### src/brb_pkg.sv
package brb_pkg;

  // Ring geometry; CAPACITY must be a power of two so the counters wrap at 2*CAPACITY
  localparam int CAPACITY = 1024;
  localparam int ADDR_W   = $clog2(CAPACITY);
  localparam int CNT_W    = ADDR_W + 1;

  // Item field widths
  localparam int LEN_W  = 11;
  localparam int LIM_W  = 7;
  localparam int BYTE_W = 8;
  localparam int CODE_W = 3;

  // Largest run a pop request may produce
  localparam int MAX_POP = 64;

  // Command queue between front and back
  localparam int QUEUE_DEPTH = 4;
  localparam int QPTR_W      = $clog2(QUEUE_DEPTH);

  // Opcode of an incoming item
  localparam logic OP_PUSH = 1'b0;
  localparam logic OP_POP  = 1'b1;

  // Command class decided by the front
  typedef enum logic [1:0] {
    CMD_PUSH,
    CMD_POP,
    CMD_POP_ZERO
  } cmd_kind_t;

  // Result codes
  typedef enum logic [CODE_W-1:0] {
    RES_PUSH_OK   = 3'd0,
    RES_PUSH_REJ  = 3'd1,
    RES_POP_BYTE  = 3'd2,
    RES_POP_EMPTY = 3'd3,
    RES_POP_ZERO  = 3'd4
  } res_code_t;

  // One classified command
  typedef struct packed {
    cmd_kind_t         kind;
    logic [BYTE_W-1:0] data;
    logic              first;
    logic              last;
    logic [LEN_W-1:0]  len;
    logic [LIM_W-1:0]  lim;
  } cmd_t;

endpackage

### src/brb_front.sv
module brb_front
  import brb_pkg::*;
(
  input  logic              clk,
  input  logic              rst,
  input  logic              start,
  output logic              busy,
  input  logic              opcode,
  input  logic [BYTE_W-1:0] data_byte,
  input  logic              msg_first,
  input  logic              msg_last,
  input  logic [LEN_W-1:0]  msg_len,
  input  logic [LIM_W-1:0]  pop_max,
  output logic              cmd_valid,
  output cmd_t              cmd,
  input  logic              cmd_take
);

  cmd_t              queue [QUEUE_DEPTH];
  logic [QPTR_W-1:0] wr_ptr;
  logic [QPTR_W-1:0] rd_ptr;
  logic [QPTR_W:0]   fill;
  logic              accept;
  cmd_t              cls;

  assign busy   = (fill == (QPTR_W+1)'(QUEUE_DEPTH));
  assign accept = start && !busy;

  // Classify: zero-limit pops get their own class, large limits saturate
  always_comb begin
    cls.data  = data_byte;
    cls.first = msg_first;
    cls.last  = msg_last;
    cls.len   = msg_len;
    cls.lim   = pop_max;
    if (opcode == OP_PUSH) begin
      cls.kind = CMD_PUSH;
    end else if (pop_max == '0) begin
      cls.kind = CMD_POP_ZERO;
    end else begin
      cls.kind = CMD_POP;
      if (pop_max > LIM_W'(MAX_POP)) begin
        cls.lim = LIM_W'(MAX_POP);
      end
    end
  end

  // Queue storage
  always_ff @(posedge clk) begin
    if (accept) begin
      queue[wr_ptr] <= cls;
    end
  end

  // Queue pointers
  always_ff @(posedge clk) begin
    if (rst) begin
      wr_ptr <= '0;
      rd_ptr <= '0;
      fill   <= '0;
    end else begin
      if (accept) begin
        wr_ptr <= wr_ptr + 1'b1;
      end
      if (cmd_take) begin
        rd_ptr <= rd_ptr + 1'b1;
      end
      if (accept && !cmd_take) begin
        fill <= fill + 1'b1;
      end else if (!accept && cmd_take) begin
        fill <= fill - 1'b1;
      end
    end
  end

  assign cmd_valid = (fill != '0);
  assign cmd       = queue[rd_ptr];

endmodule

### config.mk
export PLATFORM = sky130hd
export DESIGN_NAME = brb_front
export DESIGN_NICKNAME = d
export VERILOG_FILES = /design/src/brb_pkg.sv /design/src/brb_front.sv
export SDC_FILE = /design/constraint.sdc
export NUM_CORES = 1
export LEC_CHECK = 0
export BUFFER_PORTS_ARGS = -buffer_cell sky130_fd_sc_hd__buf_4
export CAP_MARGIN = 10
export CORE_MARGIN = 2
export CORE_UTILIZATION = 50
export DETAILED_ROUTE_END_ITERATION = 6
export PLACE_DENSITY_LB_ADDON = 0.05
export SLEW_MARGIN = 20
export SYNTH_ARGS = -nofsm -noshare
export SYNTH_HDL_FRONTEND = slang
export SYNTH_SLANG_ARGS = --single-unit
### constraint.sdc
create_clock -name clk -period 2.4 [get_ports clk]
set_input_delay 0.36 -clock clk [delete_from_list [all_inputs] [get_ports clk]]
set_output_delay 0.36 -clock clk [all_outputs]
set_load 0.01 [all_outputs]
==> flow_summary.yaml, run 1 <==
run_status:
  status: "complete, no violations"
setup_path:
  cpMaxStageDelayCell: "mux4_2"
  cp_max_fo: 19
  crit_chain: "buf_6, mux4_2, buf_4"
  start_kind: "flip-flop"
  worst_ep_required_time_ps: 2040
  worstPathArrival_ps: 1830
  slowest_delay_ps: 560
  crit_type: "flip-flop to primary output"
  crit_path_end_kind: "primary output"
clock_network:
  htreeDepth: 4
  clock-sinks: 129
  cts_buffers: 17
  post_cts.repair.setup_buffers: 0
  clockBufferDepth: 2
  tritoncts: "yes"
  cts_resized: 0
  postCtsHoldBufs: 0
  clkTransAtPathRegs_ps: 60
  clk_latency_ps: 510
  cts-root-buf: "clkbuf_8"
placement:
  dp_hpwl_mm: 4.68
  portBuffers: 64
  place.gp.congestion: 0.677
die:
  fp.dieH_um: 102
  io_pins: 65
  fp.coreArea_um2: 9330
  initial_core_util_pct: 51.9
  die_w_um: 102
  rows: 35
  dieArea_um2: 10500
sta:
  worst-slew-pin-transition_ps: 832
  setup_violations: 0
  hold_viol_final: 0
  rsz0062_at_grt: "no"
  fmax_ghz: 0.456
  period_share_pct: 91.4
  tns_ps: 0
  relSlewSlack_pct: 44.5
  clock_skew_ps: 5.33
  finalMaxSlewViolations: 0
  fin_crit_ps: 2190
grt:
  grt_max_degree: 31
  grt_pass1_wl_mm: 11.9
  busiest_layer: "met2"
  use_met1_pct: 21.2
  gr-usage-met3_pct: 5.81
  antenna_found_initial: 0
  first_global_vias: 2319
  met2_usage_pct: 25.6
  overflow: 0
  grt_util_all_layers_pct: 16.2
logic_synthesis:
  yosysUniqueCellTypes: 23
  synth-edff-count: 120
  syn-num-nets: 255
  synth-seq-cells: 129
  synth-async-reset-ratio_pct: 0
  syn_avg_cell_area_um2: 22.4
  synth_ff_type: "edfxtp_1"
  netlist_area_um2: 4840
  synth_cells: 216
  yosys_warnings: 0
  ys_seq_area_share_pct: 78.1
pwr:
  p_per_area_nw_per_um2: 984
  worst_ir_drop_vdd_v: 0.000505
  p_leak_nw: 2.13
  finalPower_w: 0.00600
final_layout:
  diodes: 0
  final_layout_size_suffix_gt1_share_pct: 44.8
  final_cell_mix: "edfxtp_1 (120), buf_4 (68), mux4_2 (30), clkbuf_16 (16), dfxtp_1 (8)"
  final_common_cell: "edfxtp_1"
  nets: 336
  area_delta_synth_final_pct: 26.0
detailed_routing:
  drt-wirelength-per-cell_um: 17.9
  drt-total-wl_mm: 7.84
  via_per_inst: 5.20
  drt_pass1_iterations: 4
  drc: 0
  antenna_left: 0
  drt_iter0_drc: 65
  vias: 2281
job:
  max_cap_viol_count: 0
worst_hold_path:
  min_path_type: "input port to flip-flop"
[power breakdown]
part | total (W) | internal [W] | leakage, nW | switching, W
combinational | 0.000784 | 0.000401 | 0.674 | 0.000382
clock | 0.00248 | 0.00157 | 0.275 | 0.000904
sequential | 0.00274 | 0.00268 | 1.18 | 0.0000611
[synth_stat cells, types with 2 or more instances]
library cell | n | share of area [%]
buf_2 | 3 | 0.31
edfxtp_1 | 120 | 74
clkbuf_1 | 5 | 0.39
nand2_1 | 2 | 0.16
inv_1 | 5 | 0.39
and2_1 | 10 | 1.3
nand2b_1 | 2 | 0.26
mux4_2 | 30 | 14
or3_1 | 3 | 0.39
ha_1 | 5 | 1.3
mux2i_1 | 2 | 0.41
xor2_1 | 3 | 0.54
a21oi_1 | 2 | 0.21
dfxtp_1 | 9 | 3.7
nor2_1 | 6 | 0.46
o21ai_0 | 2 | 0.21
[through the flow]
step                worst slack [ps]  hold WS, ps  utilization [%]  std cells  area, um2
finish                           206         50.1             65.4        439       6100
global route                    88.3         23.0             65.4        439       6100
CTS                             49.7         20.1             65.4        439       6100
detailed placement               433          488             59.1        407       5520
global placement                 474          479             59.1        407       5520
floorplan                        387          459                -        216       4840
[cells by family after synthesis]
kind of cell	Yosys count	synth area share, %
buf+inv	13	1.08
flops	129	78.1
compound gates	4	0.413
fa+ha+maj	6	1.71
simple gates	28	3.59
xor+xnor	4	0.723
mux	32	14.4
[flip-flops by register name (all words and copies together), names as in the netlist, named ones only]
register and cells:
rd_ptr 2, wr_ptr 2, fill 3, queue 120
[routing by layer]
layer | vias up | routed length [um]
li1 | 1040 | -
met1 | 1173 | 3400
met2 | 62 | 4060
met3 | 6 | 338
met4 | 0 | 43
met5 | - | 0
[cell type report]
class | count | area, um2
Clock buffer | 18 | 418
Inverter | 5 | 18.8
Sequential cell | 129 | 3780
Timing Repair Buffer | 70 | 542
Fill cell | 641 | 3230
Multi-Input combinational cell | 74 | 1010
Tap cell | 129 | 161
Clock inverter | 14 | 165
[worst max-delay path: cells and delay by family, from the launching register on]
| family | cells | cell delay (ps) |
|---|---|---|
| flops | 1 | 330 |
| mux | 1 | 560 |
| buf+inv | 2 | 430 |
[final timing paths]
kind	from	endpoint	slack (ps)	cells after the start
worst min-delay path	msg_len[6]	queue[1][13]	50	1
worst min register to register	fill[2]	fill[2]	500	2
worst max-delay path	flip-flop	cmd[12]	210	3
worst max register to register	fill[0]	fill[2]	440	8
Power figures use the tool's default switching activity.
==> inputs of run 2 (changes only) <==
--- a/config.mk
+++ b/config.mk
@@ -8,7 +8,7 @@
 export BUFFER_PORTS_ARGS = -buffer_cell sky130_fd_sc_hd__buf_4
 export CAP_MARGIN = 10
 export CORE_MARGIN = 2
-export CORE_UTILIZATION = 50
+export CORE_UTILIZATION = 30
 export DETAILED_ROUTE_END_ITERATION = 6
 export PLACE_DENSITY_LB_ADDON = 0.05
 export SLEW_MARGIN = 20
==> constraint.sdc (replaced) <==
create_clock -name clk -period 2.4 [get_ports clk]
set_input_delay 0.12 -clock clk [delete_from_list [all_inputs] [get_ports clk]]
set_output_delay 0.12 -clock clk [all_outputs]
set_load 0.01 [all_outputs]
==> flow_summary.yaml, run 2 (synthesis gave the netlist of run 1 again) <==
grt:
  grt_util_all_layers_pct: 11.8
  antenna_found_initial: 0
  grt_max_degree: 25
  grt_pass1_wl_mm: 14.2
  first_global_vias: 2510
  overflow: 0
setup_path:
  cp_top_family: "multiplexers"
  cpMaxStageDelayCell: "mux4_2"
  cp_max_fo: 24
  worst_ep_required_time_ps: 2280
  worstPathArrival_ps: 1920
  crit_chain: "buf_12, mux4_2, buf_4"
  crit_type: "flip-flop to primary output"
  r2r_start: "fill[0]"
  crit_path_end_kind: "primary output"
  crit_buf_inv: 2
  start_kind: "flip-flop"
  slowest_delay_ps: 560
final_layout:
  final_cell_mix: "edfxtp_1 (120), buf_4 (74), mux4_2 (30), dlygate4sd3_1 (24), clkbuf_16 (17)"
  stdcell_count: 556
  diodes: 0
  largest_register: "queue"
  final_layout_size_suffix_gt1_share_pct: 41.5
  largestRegisters: "queue: 120 flops, fill: 3 flops"
  nets: 366
  largest_register_ffs: 120
  area_delta_synth_final_pct: 33.7
  utilization_pct: 40.9
  final_common_cell: "edfxtp_1"
  design_area_um2: 6480
die:
  dieArea_um2: 17200
  die_w_um: 131
  initial_core_util_pct: 30.6
  fp.dieH_um: 131
  io_pins: 65
  fp.coreArea_um2: 15800
  rows: 46
pwr:
  worst_ir_drop_vdd_v: 0.000496
  p_per_area_nw_per_um2: 926
  p_leak_nw: 2.26
sta:
  relSlewSlack_pct: 67.8
  fmax_ghz: 0.491
  rsz0062_at_grt: "no"
  worst-slew-pin-transition_ps: 483
  tns_ps: 0
  hold_viol_final: 0
  period_share_pct: 84.9
  fin_crit_ps: 2040
  setup_ws_ps: 363
  finalMaxSlewViolations: 0
  clock_skew_ps: 10.5
  setup_violations: 0
worst_hold_path:
  min_path_type: "input port to flip-flop"
  hp-start: "pop_max[3]"
placement:
  pre_cts_ws_ps: 414
  place_area_um2: 5680
  portBuffers: 64
  dp_hpwl_mm: 5.77
  place.gp.congestion: 0.651
  dpl.cell_count: 500
clock_network:
  clock-sinks: 129
  cts_resized: 0
  clk_latency_ps: 410
  cts-root-buf: "clkbuf_16"
  tritoncts: "yes"
  clkTransAtPathRegs_ps: 60
  post_cts.repair.setup_buffers: 0
  clockBufferDepth: 2
  cts_buffers: 17
  htreeDepth: 4
detailed_routing:
  via_per_inst: 4.26
  drt-total-wl_mm: 9.16
  drc: 0
  antenna_left: 0
  vias: 2367
  top_layer_used: "met4"
  wl_met3_um: 407
  met1Wirelength_mm: 4.20
  drt_pass1_iterations: 4
  drt-wirelength-per-cell_um: 16.5
  route.met2.wl_mm: 4.42
  drt_iter0_drc: 119
run_status:
  status: "complete, no violations"
job:
  max_cap_viol_count: 0
-- run 2: cell types whose count changed in the layout (fill, tap and decap cells not counted), moves of 2 or more --
cell,delta
dlygate4sd3_1,+24
buf_4,+6
clkinv_1,+3
clkbuf_1,+2
clkinvlp_4,-2
-- run 2: final timing paths --
| path | endpoint | slack, ps | cells after the start |
|---|---|---|---|
| worst min register to register | fill[2] | 500 | 2 |
| worst max-delay path | cmd[22] | 360 | 3 |
| worst min-delay path | queue[2][3] | 70 | 2 |
| worst max register to register | fill[2] | 410 | 8 |
-- run 2: final cells by class --
| class | count | area [um2] |
|---|---|---|
| inverter | 5 | 18.8 |
| tap | 216 | 270 |
| clock inverter | 12 | 118 |
| multi-input combinational | 74 | 1010 |
| sequential | 129 | 3790 |
| timing repair buffer | 100 | 836 |
| clock buffer | 20 | 437 |
| fill | 1427 | 9350 |
-- run 2: metrics by stage --
step	total power (W)	hold slack [ps]
3_5_place_dp	0.00365	327
5_1_grt	0.00626	63.0
6_report	0.00599	69.8
2_1_floorplan	0.00322	219
3_3_place_gp	0.00365	326
4_1_cts	0.00609	55.1
-- run 2: what timing repair did --
action / CTS / global route
endpoints found under the setup margin: 0 / 0
hold buffers: 24 / 0
hold endpoints to repair: 96 / 0
-- run 2: layer usage --
metal  vias up  track usage (%)
li1       1104                -
met3         8             4.38
met5         -                0
met1      1198             15.1
met4         0             5.07
met2        57             18.0
-- run 2: report_power, final --
part	switching, W	total (W)	internal [W]
Sequential	0.0000779	0.00276	0.00268
Combinational	0.000394	0.000847	0.000453
Clock	0.000883	0.00239	0.00151
Total	0.00135	0.00599	0.00464
